--- src/hdl/tle_pkg.sv ---
// ---------------------------------------------------------------------------
// tle_pkg
// Shared types and constants of the terminal line editor: token kinds,
// key codes, request selectors and the job descriptor handed to the sequencer.
// ---------------------------------------------------------------------------
package tle_pkg;

    localparam int TLE_LINE_DEPTH = 16;
    localparam int LEN_W = 5;
    localparam int KIND_W = 3;

    // token kinds
    localparam logic [KIND_W-1:0] TOK_LIT   = 3'd0;
    localparam logic [KIND_W-1:0] TOK_LEFT  = 3'd1;
    localparam logic [KIND_W-1:0] TOK_RIGHT = 3'd2;
    localparam logic [KIND_W-1:0] TOK_CLEAR = 3'd3;
    localparam logic [KIND_W-1:0] TOK_ERASE = 3'd4;
    localparam logic [KIND_W-1:0] TOK_READ  = 3'd5;

    // request selectors
    localparam logic [1:0] FUNC_KEY  = 2'd0;
    localparam logic [1:0] FUNC_NEW  = 2'd1;
    localparam logic [1:0] FUNC_READ = 2'd2;

    // key bytes
    localparam logic [7:0] KEY_BS      = 8'h08;
    localparam logic [7:0] KEY_LF      = 8'h0a;
    localparam logic [7:0] KEY_FF      = 8'h0c;
    localparam logic [7:0] KEY_ESC     = 8'd27;
    localparam logic [7:0] KEY_BRACKET = 8'd91;
    localparam logic [7:0] KEY_RIGHT   = 8'd67;
    localparam logic [7:0] KEY_LEFT    = 8'd68;
    localparam logic [7:0] BYTE_SPACE  = 8'h20;

    // work for one request, in emission order:
    // head token, tail shift, literal run, trailing space, cursor run, final byte
    typedef struct packed {
        logic              head_en;
        logic [KIND_W-1:0] head_kind;
        logic              shift_en;
        logic [LEN_W-1:0]  shift_hi;
        logic [LEN_W-1:0]  shift_lo;
        logic [7:0]        ins_byte;
        logic [LEN_W-1:0]  lit_lo;
        logic [LEN_W-1:0]  lit_cnt;
        logic [KIND_W-1:0] lit_kind;
        logic              lit_wb;
        logic              read_zero;
        logic              tail_en;
        logic [KIND_W-1:0] move_kind;
        logic [LEN_W-1:0]  move_cnt;
        logic              final_en;
        logic [7:0]        final_byte;
    } tle_job_t;

endpackage

--- src/hdl/tle_line_mem.sv ---
// ---------------------------------------------------------------------------
// tle_line_mem
// Line store: one write port, one read port with registered read data.
// ---------------------------------------------------------------------------
module tle_line_mem import tle_pkg::*; #(
    parameter int LINE_DEPTH = TLE_LINE_DEPTH,
    localparam int AW = (LINE_DEPTH > 1) ? $clog2(LINE_DEPTH) : 1
) (
    input  logic          aclk,
    input  logic          we,
    input  logic [AW-1:0] waddr,
    input  logic [7:0]    wdata,
    input  logic [AW-1:0] raddr,
    output logic [7:0]    rdata
);

    logic [7:0] mem [LINE_DEPTH];

    always_ff @(posedge aclk) begin
        if (we) begin
            mem[waddr] <= wdata;
        end
    end

    always_ff @(posedge aclk) begin
        rdata <= mem[raddr];
    end

endmodule

--- src/hdl/tle_seq.sv ---
// ---------------------------------------------------------------------------
// tle_seq
// Token sequencer: walks the line store one entry per step, shifting the
// tail and emitting echo tokens into the output register.
// ---------------------------------------------------------------------------
module tle_seq import tle_pkg::*; #(
    parameter int LINE_DEPTH = TLE_LINE_DEPTH,
    localparam int AW = (LINE_DEPTH > 1) ? $clog2(LINE_DEPTH) : 1
) (
    input  logic              aclk,
    input  logic              aresetn,
    input  logic              start,
    input  tle_job_t          job,
    input  logic              done_in,
    input  logic [LEN_W-1:0]  len_in,
    output logic              busy,
    output logic              m_valid,
    input  logic              m_ready,
    output logic [KIND_W-1:0] m_token_kind,
    output logic [7:0]        m_token_byte,
    output logic              m_last,
    output logic              m_line_done,
    output logic [LEN_W-1:0]  m_line_length,
    output logic              mem_we,
    output logic [AW-1:0]     mem_waddr,
    output logic [7:0]        mem_wdata,
    output logic [AW-1:0]     mem_raddr,
    input  logic [7:0]        mem_rdata
);

    localparam logic [3:0] S_IDLE   = 4'd0;
    localparam logic [3:0] S_HEAD   = 4'd1;
    localparam logic [3:0] S_SH_RD  = 4'd2;
    localparam logic [3:0] S_SH_WR  = 4'd3;
    localparam logic [3:0] S_LIT_RD = 4'd4;
    localparam logic [3:0] S_LIT_EM = 4'd5;
    localparam logic [3:0] S_TAIL   = 4'd6;
    localparam logic [3:0] S_MOVE   = 4'd7;
    localparam logic [3:0] S_FINAL  = 4'd8;

    logic [3:0]        state_reg, state_next;
    tle_job_t          job_reg, job_next;
    logic [LEN_W-1:0]  idx_reg, idx_next;
    logic [LEN_W-1:0]  cnt_reg, cnt_next;
    logic [LEN_W-1:0]  mv_reg, mv_next;
    logic              m_valid_reg;

    logic              out_free;
    logic              emit;
    logic [KIND_W-1:0] emit_kind;
    logic [7:0]        emit_byte;
    logic              emit_last;
    logic [LEN_W-1:0]  idx_dec;
    logic              rest_mv;

    assign out_free = !m_valid_reg || m_ready;
    assign idx_dec  = idx_reg - 5'd1;
    assign rest_mv  = (mv_reg != '0) || job_reg.final_en;
    assign busy     = (state_reg != S_IDLE);
    assign m_valid  = m_valid_reg;

    always_comb begin
        state_next = state_reg;
        job_next   = job_reg;
        idx_next   = idx_reg;
        cnt_next   = cnt_reg;
        mv_next    = mv_reg;
        emit       = 1'b0;
        emit_kind  = TOK_LIT;
        emit_byte  = '0;
        emit_last  = 1'b0;
        mem_we     = 1'b0;
        mem_waddr  = idx_reg[AW-1:0];
        mem_wdata  = mem_rdata;
        mem_raddr  = idx_reg[AW-1:0];
        unique case (state_reg)
            S_IDLE: begin
                if (start) begin
                    job_next   = job;
                    cnt_next   = job.lit_cnt;
                    mv_next    = job.move_cnt;
                    idx_next   = job.shift_en ? job.shift_hi : job.lit_lo;
                    state_next = S_HEAD;
                end
            end
            S_HEAD: begin
                if (!job_reg.head_en) begin
                    state_next = S_SH_RD;
                end else if (out_free) begin
                    emit       = 1'b1;
                    emit_kind  = job_reg.head_kind;
                    emit_last  = (cnt_reg == '0) && !job_reg.tail_en && !rest_mv;
                    state_next = S_SH_RD;
                end
            end
            S_SH_RD: begin
                mem_raddr = idx_dec[AW-1:0];
                if (!job_reg.shift_en) begin
                    state_next = S_LIT_RD;
                end else if (idx_reg == job_reg.shift_lo) begin
                    mem_we     = 1'b1;
                    mem_wdata  = job_reg.ins_byte;
                    idx_next   = job_reg.lit_lo;
                    state_next = S_LIT_RD;
                end else begin
                    state_next = S_SH_WR;
                end
            end
            S_SH_WR: begin
                mem_raddr  = idx_dec[AW-1:0];
                mem_we     = 1'b1;
                idx_next   = idx_dec;
                state_next = S_SH_RD;
            end
            S_LIT_RD: begin
                state_next = (cnt_reg == '0) ? S_TAIL : S_LIT_EM;
            end
            S_LIT_EM: begin
                if (out_free) begin
                    emit      = 1'b1;
                    emit_kind = job_reg.lit_kind;
                    emit_byte = job_reg.read_zero ? 8'd0 : mem_rdata;
                    emit_last = (cnt_reg == 5'd1) && !job_reg.tail_en && !rest_mv;
                    if (job_reg.lit_wb) begin
                        mem_we    = 1'b1;
                        mem_waddr = idx_dec[AW-1:0];
                    end
                    idx_next   = idx_reg + 5'd1;
                    cnt_next   = cnt_reg - 5'd1;
                    state_next = S_LIT_RD;
                end
            end
            S_TAIL: begin
                if (!job_reg.tail_en) begin
                    state_next = S_MOVE;
                end else if (out_free) begin
                    emit       = 1'b1;
                    emit_byte  = BYTE_SPACE;
                    emit_last  = !rest_mv;
                    state_next = S_MOVE;
                end
            end
            S_MOVE: begin
                if (mv_reg == '0) begin
                    state_next = S_FINAL;
                end else if (out_free) begin
                    emit      = 1'b1;
                    emit_kind = job_reg.move_kind;
                    emit_last = (mv_reg == 5'd1) && !job_reg.final_en;
                    mv_next   = mv_reg - 5'd1;
                end
            end
            S_FINAL: begin
                if (!job_reg.final_en) begin
                    state_next = S_IDLE;
                end else if (out_free) begin
                    emit       = 1'b1;
                    emit_byte  = job_reg.final_byte;
                    emit_last  = 1'b1;
                    state_next = S_IDLE;
                end
            end
            default: begin
                state_next = S_IDLE;
            end
        endcase
    end

    always_ff @(posedge aclk) begin
        if (!aresetn) begin
            state_reg   <= S_IDLE;
            m_valid_reg <= 1'b0;
        end else begin
            state_reg <= state_next;
            if (emit) begin
                m_valid_reg <= 1'b1;
            end else if (m_ready) begin
                m_valid_reg <= 1'b0;
            end
        end
    end

    always_ff @(posedge aclk) begin
        job_reg <= job_next;
        idx_reg <= idx_next;
        cnt_reg <= cnt_next;
        mv_reg  <= mv_next;
        if (emit) begin
            m_token_kind  <= emit_kind;
            m_token_byte  <= emit_byte;
            m_last        <= emit_last;
            m_line_done   <= done_in;
            m_line_length <= len_in;
        end
    end

endmodule

--- src/hdl/terminal_line_editor.sv ---
// ---------------------------------------------------------------------------
// terminal_line_editor
// Line editor driven by key bytes; echoes every edit as terminal tokens.
// ---------------------------------------------------------------------------
// usage:
//   s_* channel takes one request: a key byte, a new-line start or a read
//   of a stored character. m_* channel returns the tokens the request
//   causes, m_last marking the final one. silent requests return nothing.
//   cfg_* channel writes max_length; write it only while the block is idle.
// timing:
//   the line store is walked one entry per step by a single sequencer with
//   one write port and one read port: each character read is a read step
//   and an emit step, and each tail shift entry a read step and a write step.
//   a silent request leaves s_ready high; a request with tokens holds s_ready
//   low for its whole run plus receiver stalls, longest for an insert at the
//   start of a nearly full line. an insert emits its first token only after
//   the tail shift. s_ready stays low until the last token sits in the output register.
// reset:
//   synchronous active-low aresetn; line empty and finished, no escape
//   pending, max_length 16. the store content is undefined until written.
// stalls:
//   a low m_ready holds the token and stalls the sequencer at its next token; nothing drops.
// ---------------------------------------------------------------------------
module terminal_line_editor import tle_pkg::*; #(
    parameter int LINE_DEPTH = TLE_LINE_DEPTH
) (
    input  logic              aclk,
    input  logic              aresetn,
    input  logic              s_valid,
    output logic              s_ready,
    input  logic [1:0]        s_func,
    input  logic [7:0]        s_key,
    input  logic [3:0]        s_read_index,
    output logic              m_valid,
    input  logic              m_ready,
    output logic [KIND_W-1:0] m_token_kind,
    output logic [7:0]        m_token_byte,
    output logic              m_last,
    output logic              m_line_done,
    output logic [LEN_W-1:0]  m_line_length,
    input  logic              cfg_valid,
    output logic              cfg_ready,
    input  logic [LEN_W-1:0]  cfg_data
);

    localparam int AW = (LINE_DEPTH > 1) ? $clog2(LINE_DEPTH) : 1;
    localparam logic [LEN_W-1:0] DEPTH_L = LEN_W'(LINE_DEPTH);

    // escape sequence phases
    localparam logic [1:0] ESC_NONE = 2'd0;
    localparam logic [1:0] ESC_SEEN = 2'd1;
    localparam logic [1:0] ESC_CSI  = 2'd2;

    logic [LEN_W-1:0] max_len_reg;
    logic [LEN_W-1:0] length_reg, length_next;
    logic [LEN_W-1:0] cursor_reg, cursor_next;
    logic [1:0]       escape_reg, escape_next;
    logic             finished_reg, finished_next;

    logic [LEN_W-1:0] limit;
    logic [LEN_W-1:0] rem;
    logic [LEN_W-1:0] ridx_ext;
    logic             accept;
    logic             start;
    logic             busy;
    tle_job_t         job;

    logic             mem_we;
    logic [AW-1:0]    mem_waddr;
    logic [7:0]       mem_wdata;
    logic [AW-1:0]    mem_raddr;
    logic [7:0]       mem_rdata;

    assign accept    = s_valid && s_ready;
    assign s_ready   = !busy;
    assign cfg_ready = 1'b1;
    // limits above the store depth act as the depth
    assign limit     = (max_len_reg > DEPTH_L) ? DEPTH_L : max_len_reg;
    assign rem       = length_reg - cursor_reg;
    assign ridx_ext  = {1'b0, s_read_index};

    // request decode: editing state updates at once, tokens follow from the job
    always_comb begin
        length_next   = length_reg;
        cursor_next   = cursor_reg;
        escape_next   = escape_reg;
        finished_next = finished_reg;
        start         = 1'b0;
        job           = '0;
        job.lit_kind  = TOK_LIT;
        job.move_kind = TOK_LEFT;
        if (accept) begin
            case (s_func)
                FUNC_KEY: begin
                    if (!finished_reg) begin
                        if (length_reg >= limit) begin
                            // full line: key only closes it
                            finished_next = 1'b1;
                        end else begin
                            if (escape_reg == ESC_SEEN) begin
                                escape_next = (s_key == KEY_BRACKET) ? ESC_CSI : ESC_NONE;
                            end else if (escape_reg == ESC_CSI) begin
                                escape_next = ESC_NONE;
                                if (s_key == KEY_LEFT && cursor_reg != '0) begin
                                    start         = 1'b1;
                                    job.move_kind = TOK_LEFT;
                                    job.move_cnt  = 5'd1;
                                    cursor_next   = cursor_reg - 5'd1;
                                end else if (s_key == KEY_RIGHT && cursor_reg < length_reg) begin
                                    start         = 1'b1;
                                    job.move_kind = TOK_RIGHT;
                                    job.move_cnt  = 5'd1;
                                    cursor_next   = cursor_reg + 5'd1;
                                end
                            end else begin
                                escape_next = ESC_NONE;
                                if (s_key == KEY_BS) begin
                                    if (length_reg != '0 && cursor_reg != '0) begin
                                        start         = 1'b1;
                                        job.head_en   = 1'b1;
                                        job.head_kind = TOK_ERASE;
                                        if (cursor_reg != length_reg) begin
                                            // pull the tail left while echoing it
                                            job.lit_lo   = cursor_reg;
                                            job.lit_cnt  = rem;
                                            job.lit_wb   = 1'b1;
                                            job.tail_en  = 1'b1;
                                            job.move_cnt = rem + 5'd1;
                                        end
                                        cursor_next = cursor_reg - 5'd1;
                                        length_next = length_reg - 5'd1;
                                    end
                                end else if (s_key == KEY_FF) begin
                                    // clear screen, redraw, put the cursor back
                                    start         = 1'b1;
                                    job.head_en   = 1'b1;
                                    job.head_kind = TOK_CLEAR;
                                    job.lit_lo    = '0;
                                    job.lit_cnt   = length_reg;
                                    job.move_cnt  = rem;
                                end else if (s_key == KEY_ESC) begin
                                    escape_next = ESC_SEEN;
                                end else if (s_key == KEY_LF) begin
                                    start          = 1'b1;
                                    job.move_kind  = TOK_RIGHT;
                                    job.move_cnt   = rem;
                                    job.final_en   = 1'b1;
                                    job.final_byte = KEY_LF;
                                    cursor_next    = length_reg;
                                    finished_next  = 1'b1;
                                end else begin
                                    // insert: shift tail up, echo from cursor, step back
                                    start         = 1'b1;
                                    job.shift_en  = 1'b1;
                                    job.shift_hi  = length_reg;
                                    job.shift_lo  = cursor_reg;
                                    job.ins_byte  = s_key;
                                    job.lit_lo    = cursor_reg;
                                    job.lit_cnt   = rem + 5'd1;
                                    job.move_cnt  = rem;
                                    length_next   = length_reg + 5'd1;
                                    cursor_next   = cursor_reg + 5'd1;
                                end
                            end
                            if (length_next >= limit) begin
                                finished_next = 1'b1;
                            end
                        end
                    end
                end
                FUNC_NEW: begin
                    length_next   = '0;
                    cursor_next   = '0;
                    escape_next   = ESC_NONE;
                    finished_next = (limit == '0);
                end
                FUNC_READ: begin
                    // out-of-range index reads as zero
                    start         = 1'b1;
                    job.lit_kind  = TOK_READ;
                    job.lit_cnt   = 5'd1;
                    job.read_zero = !(ridx_ext < DEPTH_L);
                    job.lit_lo    = (ridx_ext < DEPTH_L) ? ridx_ext : '0;
                end
                default: begin
                end
            endcase
        end
    end

    always_ff @(posedge aclk) begin
        if (!aresetn) begin
            max_len_reg  <= 5'd16;
            length_reg   <= '0;
            cursor_reg   <= '0;
            escape_reg   <= ESC_NONE;
            finished_reg <= 1'b1;
        end else begin
            if (cfg_valid && cfg_ready) begin
                max_len_reg <= cfg_data;
            end
            length_reg   <= length_next;
            cursor_reg   <= cursor_next;
            escape_reg   <= escape_next;
            finished_reg <= finished_next;
        end
    end

    tle_seq #(
        .LINE_DEPTH(LINE_DEPTH)
    ) u_seq (
        .aclk         (aclk),
        .aresetn      (aresetn),
        .start        (start),
        .job          (job),
        .done_in      (finished_reg),
        .len_in       (length_reg),
        .busy         (busy),
        .m_valid      (m_valid),
        .m_ready      (m_ready),
        .m_token_kind (m_token_kind),
        .m_token_byte (m_token_byte),
        .m_last       (m_last),
        .m_line_done  (m_line_done),
        .m_line_length(m_line_length),
        .mem_we       (mem_we),
        .mem_waddr    (mem_waddr),
        .mem_wdata    (mem_wdata),
        .mem_raddr    (mem_raddr),
        .mem_rdata    (mem_rdata)
    );

    tle_line_mem #(
        .LINE_DEPTH(LINE_DEPTH)
    ) u_mem (
        .aclk (aclk),
        .we   (mem_we),
        .waddr(mem_waddr),
        .wdata(mem_wdata),
        .raddr(mem_raddr),
        .rdata(mem_rdata)
    );

`ifndef SYNTH
    // cursor stays inside the line
    a_cursor_in_line: assert property (@(posedge aclk) disable iff (!aresetn)
        cursor_reg <= length_reg)
        else $error("cursor beyond line end");

    // line never outgrows the store
    a_length_bound: assert property (@(posedge aclk) disable iff (!aresetn)
        length_reg <= DEPTH_L)
        else $error("line length beyond store depth");

    // only literal and read tokens carry a byte
    a_byte_zero: assert property (@(posedge aclk) disable iff (!aresetn)
        (m_valid && m_token_kind != TOK_LIT && m_token_kind != TOK_READ)
            |-> (m_token_byte == 8'd0))
        else $error("control token carries a byte");

    // no new request while tokens are still being produced
    a_no_overlap: assert property (@(posedge aclk) disable iff (!aresetn)
        (accept && start) |=> !s_ready)
        else $error("request accepted during token run");
`endif

endmodule

--- config.mk ---
export PLATFORM = sky130hd
export DESIGN_NAME = terminal_line_editor
export DESIGN_NICKNAME = d
export VERILOG_FILES = /design/src/hdl/tle_pkg.sv /design/src/hdl/tle_line_mem.sv /design/src/hdl/tle_seq.sv /design/src/hdl/terminal_line_editor.sv
export SDC_FILE = /design/constraint.sdc
export NUM_CORES = 1
export LEC_CHECK = 0
export BUFFER_PORTS_ARGS = -buffer_cell sky130_fd_sc_hd__buf_2
export CAP_MARGIN = 20
export CORE_MARGIN = 3
export CORE_UTILIZATION = 67
export CTS_CLUSTER_DIAMETER = 50
export DETAILED_ROUTE_END_ITERATION = 7
export PLACE_DENSITY = 0.95
export SYNTH_ARGS = -nofsm -noshare
export SYNTH_HDL_FRONTEND = slang
export SYNTH_SLANG_ARGS = --single-unit
--- constraint.sdc ---
create_clock -name aclk -period 10.2 [get_ports aclk]
set_clock_uncertainty 0.1 [all_clocks]
set_input_delay 2.04 -clock aclk [delete_from_list [all_inputs] [get_ports aclk]]
set_output_delay 2.04 -clock aclk [all_outputs]
set_load 0.005 [all_outputs]
# Word level (Yosys, flattened, before mapping)
# Memories as Yosys holds them, arrays and structs flattened. A register that Yosys moved wholly into a read port is not among the register bits.
# Cells that the tools add are included.
# Widths: inputs -> output; s select.
# op_classes
add_sub_neg,10
mul,0
div,0
magnitude_cmp,5
n_eq_ne,40
shifts,0
n_mux,175
bitwise_logic,2
n_reduce_logical,45
# ops
op,n
$mux 5,39
$mux 29,6
$mux 18,4
$mux 4,18
$mux 8,9
$mux 19,3
$mux 1,53
$mux 52,1
$mux 10,4
$pmux 5 s2,4
$mux 9,4
$pmux 4 s9,1
$mux 3,9
$sub 5x1->5 const B,5
$eq 8x4->1 const B,3
$eq 8x7->1 const B,3
$pmux 8 s3,1
$add 5x1->5 const B,4
$pmux 10 s2,1
$pmux 5 s4,1
$mux 17,1
$eq 4x3->1 const B,4
$ne 4x4->1 const B,4
$logic_not 5->1,3
45 further kinds,92
# totals
reg_bits,96
latchBits,0
ram_bits,128
mem_bits_ro,0
inputBits,24
output_inout_bits,21
elab_cells,305
n_memories,1
# mem_list
memory,words,width,rd,rd_clocked_by_memory_dff,wr,line,rtl
u_mem.mem,16,8,1,1,1,tle_line_mem.sv:17,logic [7:0] mem [LINE_DEPTH];

# Logic depth before layout (Yosys ltp)
# Gate-level depths: netlist of the first run.
# depth
depth_word,16
ltp_mapped,15
depth_no_buf,14

# By module
# Synthesis of the first run repeated with hierarchy kept, for this count alone.
# unflattened
cells_unflattened,911
area_unflattened_um2,11718.7
# modules_own_cells
mod,instances,cells_each,area_per_inst_um2,seq_area_each_um2
tle_line_mem,1,229,5147.4,4003.8
tle_seq,1,305,3829.9,2322.2
terminal_line_editor,1,377,2741.4,360.3

# Least setup slack after synthesis of the first run
# OpenSTA, ideal clock, no wires.
# synth_timing
path_kind,input to register
from,input s_key[7]
to,register finished_reg
setup_time_ps,125
arrival_time_ps,4746
t_required_ps,9975
setup_slack_ps,5229
stages,13
n_path_buf,1
path_cell_list,or3b_1 > buf_6 > or4_4 > nor3_2 > a22oi_1 > o22ai_1 > ha_1 > nand2b_1 > a21o_1 > a21o_1 > a21o_1 > a221oi_1 > o31ai_1
# synth_between
elab_chain_cells,16
elab_cells_between_ends,25
classes_between,order compare (1); eq/ne (4); mux (20)
# synth_rtl
item,line,rtl
from (decl),terminal_line_editor.sv:32,"input logic [7:0] s_key,"
$eq 8x4->1,terminal_line_editor.sv:143,end else if (s_key == KEY_LF) begin
$mux 5,terminal_line_editor.sv:143,
$mux 5,terminal_line_editor.sv:141,end else if (s_key == KEY_ESC) begin
$mux 5,terminal_line_editor.sv:133,end else if (s_key == KEY_FF) begin
$mux 5,terminal_line_editor.sv:117,if (s_key == KEY_BS) begin
$mux 5,terminal_line_editor.sv:102,end else if (escape_reg == ESC_CSI) begin
$mux 5,terminal_line_editor.sv:100,if (escape_reg == ESC_SEEN) begin
$mux 5,terminal_line_editor.sv:96,if (length_reg >= limit) begin
$mux 5,terminal_line_editor.sv:95,if (!finished_reg) begin
$mux 5,terminal_line_editor.sv:93,case (s_func)
$mux 5,terminal_line_editor.sv:92,if (accept) begin
$ge 5x5->1,terminal_line_editor.sv:165,if (length_next >= limit) begin
$mux 1 *,terminal_line_editor.sv:165,
$mux 1 *,terminal_line_editor.sv:96,
$mux 1 *,terminal_line_editor.sv:95,
$pmux 1 s2 *,terminal_line_editor.sv:93,
to (signal assigned),terminal_line_editor.sv:205,finished_reg <= finished_next;
to (decl),terminal_line_editor.sv:58,"logic finished_reg, finished_next;"
# Mark *: on every way between the ends. The rest lies on a longest branch, timed or not. The select of a mux whose other input is x is not followed.
# A chain may end at the register's enable or synchronous reset.

# Final worst setup path of the first run
# layout_timing
from,input m_ready
to,memory u_mem.mem[9][2] (enable)
# layout_between
elab_chain_cells,5
elab_cells_between_ends,7
classes_between,mux (6); reduce/logical (1)
# layout_rtl
item,line,rtl
from (decl),terminal_line_editor.sv:35,"input logic m_ready,"
$logic_or 1x1->1 *,tle_seq.sv:56,assign out_free = !m_valid_reg || m_ready;
$mux 1,tle_seq.sv:119,if (out_free) begin
$pmux 1 s3,tle_seq.sv:76,unique case (state_reg)
$mux 1,tle_line_mem.sv:20,if (we) begin
$mux 1 (not written as such),tle_line_mem.sv:21,mem[waddr] <= wdata;
to (decl),tle_line_mem.sv:17,
# Mark *: on every way between the ends. The rest lies on a longest branch, timed or not.

==> results of run 1 <==
## power by group through the flow
stage	Sequential, mW	Combinational, mW	Clock [mW]
2_1_floorplan	1.18	0.454	0
3_3_place_gp	1.22	0.576	0
3_5_place_dp	1.23	0.612	0
4_1_cts	1.22	0.639	0.885
5_1_grt	1.23	0.701	0.918
6_report	1.23	0.667	0.883
## Yosys cell counts (5+ instances only)
library cell / instances / area (um^2)
and2_1: 15 / 93.84
a31oi_1: 8 / 50.05
buf_6: 6 / 67.56
mux4_2: 16 / 360.4
and3_1: 8 / 50.05
nand2_1: 130 / 488.0
edfxtp_1: 188 / 5645
clkbuf_1: 26 / 97.59
o31ai_1: 7 / 52.55
o22ai_1: 9 / 56.30
a21oi_1: 31 / 155.2
buf_1: 5 / 18.77
xnor2_1: 25 / 219.0
nor2_1: 66 / 247.7
dfxtp_1: 31 / 620.6
o211ai_1: 6 / 45.04
a21o_1: 10 / 75.07
nand2b_1: 10 / 62.56
o21ai_0: 31 / 155.2
a32oi_1: 11 / 96.34
nor4_1: 6 / 37.54
a22oi_1: 9 / 67.56
a211oi_1: 8 / 60.06
nand4_1: 15 / 93.84
nor3_1: 25 / 125.1
ha_1: 31 / 387.9
xor2_1: 13 / 113.9
buf_2: 9 / 45.04
a221oi_1: 5 / 43.79
nor2b_1: 9 / 56.30
mux2i_1: 25 / 250.2
nand3_1: 30 / 150.1
o21a_1: 5 / 37.54
inv_1: 33 / 123.9
## cell usage in the layout (no fill, tap or decap), types with 10 or more instances in the layout
master and n:
xnor2_1 24, inv_1 33, nor2_1 66, ha_1 31
nand3_1 30, xor2_1 13, buf_2 43, mux2i_1 25
mux4_2 16, nor3_1 25, clkbuf_16 23, nand2_1 130
and2_1 15, a21o_1 10, dfxtp_1 31, o21ai_0 31
nand2b_1 10, a21oi_1 30, edfxtp_1 188, a32oi_1 11
nand4_1 15
## cell type report
type / count / area, um^2 / area share
clock buffer: 24 / 579.3 / 0.04731
sequential: 219 / 6266 / 0.5117
inverter: 34 / 127.6 / 0.01042
multi-input combinational: 653 / 4483 / 0.3661
timing repair buffer: 53 / 299.0 / 0.02442
clock inverter: 18 / 220.2 / 0.01798
tap: 216 / 270.3 / 0.02207
## per-layer routing
metal / GRT usage / share of wire / vias to the layer above
li1: - / - / 3653
met1: 0.4584 / 0.36 / 3950
met2: 0.5297 / 0.46 / 786
met3: 0.06222 / 0.13 / 175
met4: 0.1307 / 0.057 / 0
met5: 0 / 0 / -
## tightest hold or removal path, cell delays in order (launching register included)
cell and delay, ns:
dfxtp_1 0.32, nand2b_1 0.07, a21oi_1 0.05
## worst paths after layout
| kind | from | end | slack (ns) | depth (start not counted) |
|---|---|---|---|---|
| max | m_ready | u_mem.mem[9][2] | 5.22 | 7 |
| min | escape_reg[1] | escape_reg[1] | 0.39 | 2 |
| max reg2reg | u_seq.state_reg[0] | u_mem.mem[0][5] | 6.04 | 6 |
| min reg2reg | escape_reg[1] | escape_reg[1] | 0.39 | 2 |
## kinds of logic (layout without fill, tap and decap cells)
group / after synthesis / in the layout / share of synthesized area
and+or+nand+nor: 357 / 357 / 0.1630
DFF: 219 / 219 / 0.5633
AOI/OAI and AO/OA: 183 / 183 / 0.1162
buffers and inverters: 83 / 129 / 0.03464
muxes: 42 / 42 / 0.05591
xor gates and xnor gates: 38 / 38 / 0.02992
adders and majority gates: 32 / 32 / 0.03667
other: 1 / 1 / 0.0003371
==> results.sh, run 1 <==
export IMPL_status="finished, final reports clean"
export IMPL_fin_crit_ns=4.982
export IMPL_pre_cts_ws_ns=4.433
export IMPL_ant_nets=0
export IMPL_syn_area_mm2=0.01112
export IMPL_min_delay_path_class="register to register"
export IMPL_p_int_mw=1.876
export IMPL_ys_seq_elements=219
export IMPL_die_h_um=134.8
export IMPL_max_freq_ghz=0.2007
export IMPL_coreArea_mm2=0.01606
export IMPL_placed_cells=1172
export IMPL_grtUsageTotal=0.3321
export IMPL_powerDensity_mw_per_mm2=226.7
export IMPL_cts_max_path_buffers=3
export IMPL_drv_cap=0
export IMPL_hold_slack_ns=0.3943
export IMPL_tightestPinTransition_ns=1.059
export IMPL_synth_distinct_cells=92
export IMPL_antennaDiodeCount=0
export IMPL_grt_pass1_wl_um=46370
export IMPL_fin_tns_setup_ns=0
export IMPL_leakage_nw=4.366
export IMPL_vias_per_cell=7.037
export IMPL_grt_remaining_overflow=0
export IMPL_syn_inst=955
export IMPL_synth_fp_nets=1011
export IMPL_io_pins=45
export IMPL_critical_path_class="input pin to register"
export IMPL_fin_area_mm2=0.01225
export IMPL_switching_power_mw=0.9009
export IMPL_fill_cells=867
export IMPL_relSlewSlack=0.2851
export IMPL_first_iter_violations=1487
export IMPL_fin_util=0.7626
export IMPL_grt_pass1_vias=7854
export IMPL_wl_per_cell_um=24.65
export IMPL_die_area_mm2=0.01818
export IMPL_cts_hold_buf=0
export IMPL_final_nets=1040
export IMPL_synth_edf_count=188
export IMPL_drive_above_1_share=0.1359
export IMPL_clock_power_share=0.318
export IMPL_area_growth_synth_to_final_pct=10.09
export IMPL_avgSynthCellArea_um2=11.65
export IMPL_clk_pin_slew_worst_paths_ns=0.05
export IMPL_crit_path_end_kind="register"
export IMPL_finalPower_mw=2.776
export IMPL_cts_setup_buffers=0
export IMPL_synth_ff_type="edfxtp_1"
export IMPL_path_cells="buf_2, nor2b_1, nor2_1, nand2_1, nand2_1, o311ai_0, nor2_1"
export IMPL_rows=46
export IMPL_post_dp_hpwl_um=19140
export IMPL_clock_latency_ns=0.53
export IMPL_cts_tree="yes"
export IMPL_vdd_ir_drop_max_v=0.0001429
export IMPL_arrival_ns=5.04
export IMPL_slowest_delay_ns=0.88
export IMPL_drc=0
export IMPL_seq_power_share=0.442
export IMPL_worstSetupStartpointType="input pin"
export IMPL_finalHoldViolCount=0
export IMPL_cp_num_buf_inv=1
export IMPL_place_congestion=0.9367
export IMPL_vias=8564
export IMPL_wirelength_um=30000
export IMPL_cts_sinks=219
export IMPL_cp_top_family="simple AND/OR/NAND/NOR gates"
export IMPL_switching_share=0.3245
export IMPL_drtPass1Iterations=8
export IMPL_start_util=0.6927
export IMPL_critPathMaxFanout=12
export IMPL_die_w_um=134.8
export IMPL_async_flop_share=0
export IMPL_worstPathRequired_ns=10.25
export IMPL_clockRootBuffer="clkbuf_16"
export IMPL_largest_reg_flops=128
export IMPL_critPathSlowestCell="o311ai_0"
export IMPL_period_share=0.4884
export IMPL_yosys_warnings=0
export IMPL_p_comb_frac=0.240
export IMPL_cts_resized_gates=0
export IMPL_rsz0062_at_grt="false"
export IMPL_cts_buffers=23
export IMPL_placed_area_mm2=0.01141
export IMPL_fin_ws_ns=5.218
export IMPL_slew_violations=0
export IMPL_grt_max_degree=49
export IMPL_fin_cells=1217
export IMPL_portBuffers=43
export IMPL_setup_viol=0
export IMPL_grt_antenna_before_repair=0
export IMPL_ys_seq_area_frac=0.5633
export IMPL_cts_htree_levels=1
Power figures use the tool's default switching activity.
==> inputs of run 2 (changes only) <==
- CORE_UTILIZATION: 67 -> 56
- PLACE_DENSITY: 0.95 -> 0.85
- clock period: 10.2 -> 4.55 ns (I/O delays scaled with it)
==> results.sh, run 2 (same netlist as run 1, synthesis figures left out) <==
export IMPL_status="finished, final reports clean"
export IMPL_first_iter_violations=981
export IMPL_fin_ws_ns=0.7900
export IMPL_largest_reg_flops=128
export IMPL_io_pins=45
export IMPL_critPathSlowestCell="nor4b_2"
export IMPL_critical_path_class="register to register"
export IMPL_tightestPinTransition_ns=1.104
export IMPL_fin_util=0.6534
export IMPL_clockRootBuffer="clkbuf_16"
export IMPL_placed_cells=1240
export IMPL_worstPathRequired_ns=4.85
export IMPL_drtPass1Iterations=6
export IMPL_relSlewSlack=0.2548
export IMPL_final_common_cell="edfxtp_1"
export IMPL_drc=0
export IMPL_portBuffers=43
export IMPL_grt_antenna_before_repair=0
export IMPL_cts_resized_gates=0
export IMPL_coreArea_mm2=0.01908
export IMPL_powerDensity_mw_per_mm2=485.0
export IMPL_drive_above_1_share=0.1564
export IMPL_fin_tns_setup_ns=0
export IMPL_slew_violations=0
export IMPL_crit_path_end_kind="register"
export IMPL_fin_crit_ns=3.760
export IMPL_vias_per_cell=6.235
export IMPL_antennaDiodeCount=0
export IMPL_area_growth_synth_to_final_pct=12.08
export IMPL_hold_slack_ns=0.3918
export IMPL_clock_latency_ns=0.52
export IMPL_die_h_um=146.9
export IMPL_switching_power_mw=1.866
export IMPL_grtUsageTotal=0.2405
export IMPL_switching_share=0.3086
export IMPL_critPathMostFrequentCell="a21o_1"
export IMPL_arrival_ns=4.06
export IMPL_cts_tree="yes"
export IMPL_critPathMaxFanout=8
export IMPL_p_comb_frac=0.237
export IMPL_clk_pin_slew_worst_paths_ns=0.06
export IMPL_max_freq_ghz=0.2660
export IMPL_drv_cap=0
export IMPL_cts_setup_buffers=0
export IMPL_cts_hold_buf=0
export IMPL_ant_nets=0
export IMPL_grt_pass1_vias=7512
export IMPL_die_w_um=146.9
export IMPL_period_share=0.8264
export IMPL_grt_max_degree=33
export IMPL_wirelength_um=26460
export IMPL_clock_power_share=0.317
export IMPL_seq_power_share=0.446
export IMPL_final_nets=1062
export IMPL_vias=8000
export IMPL_start_util=0.5830
export IMPL_path_cells="inv_1, ha_1, nor4b_2, nor2_1, o21ai_4, nor3_1, o22ai_1, ha_1, nand2b_1, a21o_1, a21o_1, a21o_1, a221oi_1, o31ai_1"
export IMPL_cts_max_path_buffers=3
export IMPL_final_cell_mix="edfxtp_1, nand2_1, nor2_1"
export IMPL_rsz0062_at_grt="false"
export IMPL_grt_remaining_overflow=0
export IMPL_place_congestion=0.9149
export IMPL_pre_cts_ws_ns=0.4307
export IMPL_min_delay_path_class="register to register"
export IMPL_cts_buffers=23
export IMPL_cp_top_family="compound AO/OA/AOI/OAI gates"
export IMPL_setup_viol=0
export IMPL_vdd_ir_drop_max_v=0.0003250
export IMPL_cts_sinks=219
export IMPL_grt_pass1_wl_um=41370
export IMPL_p_int_mw=4.181
export IMPL_cts_htree_levels=1
export IMPL_cp_num_buf_inv=1
export IMPL_leakage_nw=4.478
export IMPL_fin_cells=1283
export IMPL_die_area_mm2=0.02159
export IMPL_finalHoldViolCount=0
export IMPL_worstSetupStartpointType="register"
export IMPL_wl_per_cell_um=20.62
export IMPL_rows=50
export IMPL_post_dp_hpwl_um=18410
export IMPL_slowest_delay_ns=0.60
run 2: cell types whose count changed in the layout (fill, tap and decap cells not counted), moves of 2 or more:
cell	change
inv_8	+2
bufinv_16	-2
buf_4	+22
clkinvlp_4	-2
clkinv_1	-2
clkbuf_8	+4
run 2: final cells by class:
class | instances | area (um^2)
clock buffers | 29 | 638.1
clock inverters | 13 | 155.1
fillers | 1382 | 6614
inverters | 34 | 127.6
multi-input cells | 653 | 4483
flip-flops and latches | 219 | 6266
well taps | 260 | 325.3
repair buffers | 75 | 471.7
run 2: through the flow:
step                      instance area [um^2]  power (mW)
final                                    12470       6.047
after global routing                     12470       6.290
after CTS                                12460       6.053
after detailed placement                 11660       4.135
after global placement                   11660       4.077
after floorplan                          11120       3.660
run 2: path summary, 6_finish.rpt:
kind / start / endpoint / slack, ns / cells past startpoint
setup / recovery: cursor_reg[1] / finished_reg / 0.79 / 14
hold / removal: escape_reg[1] / escape_reg[1] / 0.39 / 2
setup reg to reg: cursor_reg[1] / finished_reg / 0.79 / 14
hold reg to reg: escape_reg[1] / escape_reg[1] / 0.39 / 2
run 2: routing by layer:
metal  GRT usage  vias to the layer above  share of wire  wire length (um)
met1      0.3416                     3798           0.41             10950
met3     0.05028                       70          0.095              2514
met2      0.3782                      440           0.46             12270
met5           0                        -              0                 0
met4     0.07130                        0          0.027               713
li1            -                     3692              -                 -
run 2: power by group through the flow:
stage / Clock, mW / Combinational (mW) / Sequential (mW)
after global routing: 2.02 / 1.56 / 2.71
after detailed placement: 0 / 1.40 / 2.73
after floorplan: 0 / 1.02 / 2.64
final: 1.92 / 1.43 / 2.70
after CTS: 1.94 / 1.42 / 2.69
after global placement: 0 / 1.35 / 2.73
run 2: worst register-to-register path: cells and delay by family (launching register included):
family	cells	cell delay, ns
AND/OR/NAND/NOR	4	1.15
flip-flops	1	0.40
AO/OA/AOI/OAI	7	1.40
adder cells (fa/ha/maj)	2	0.43
buffers and inverters	1	0.17
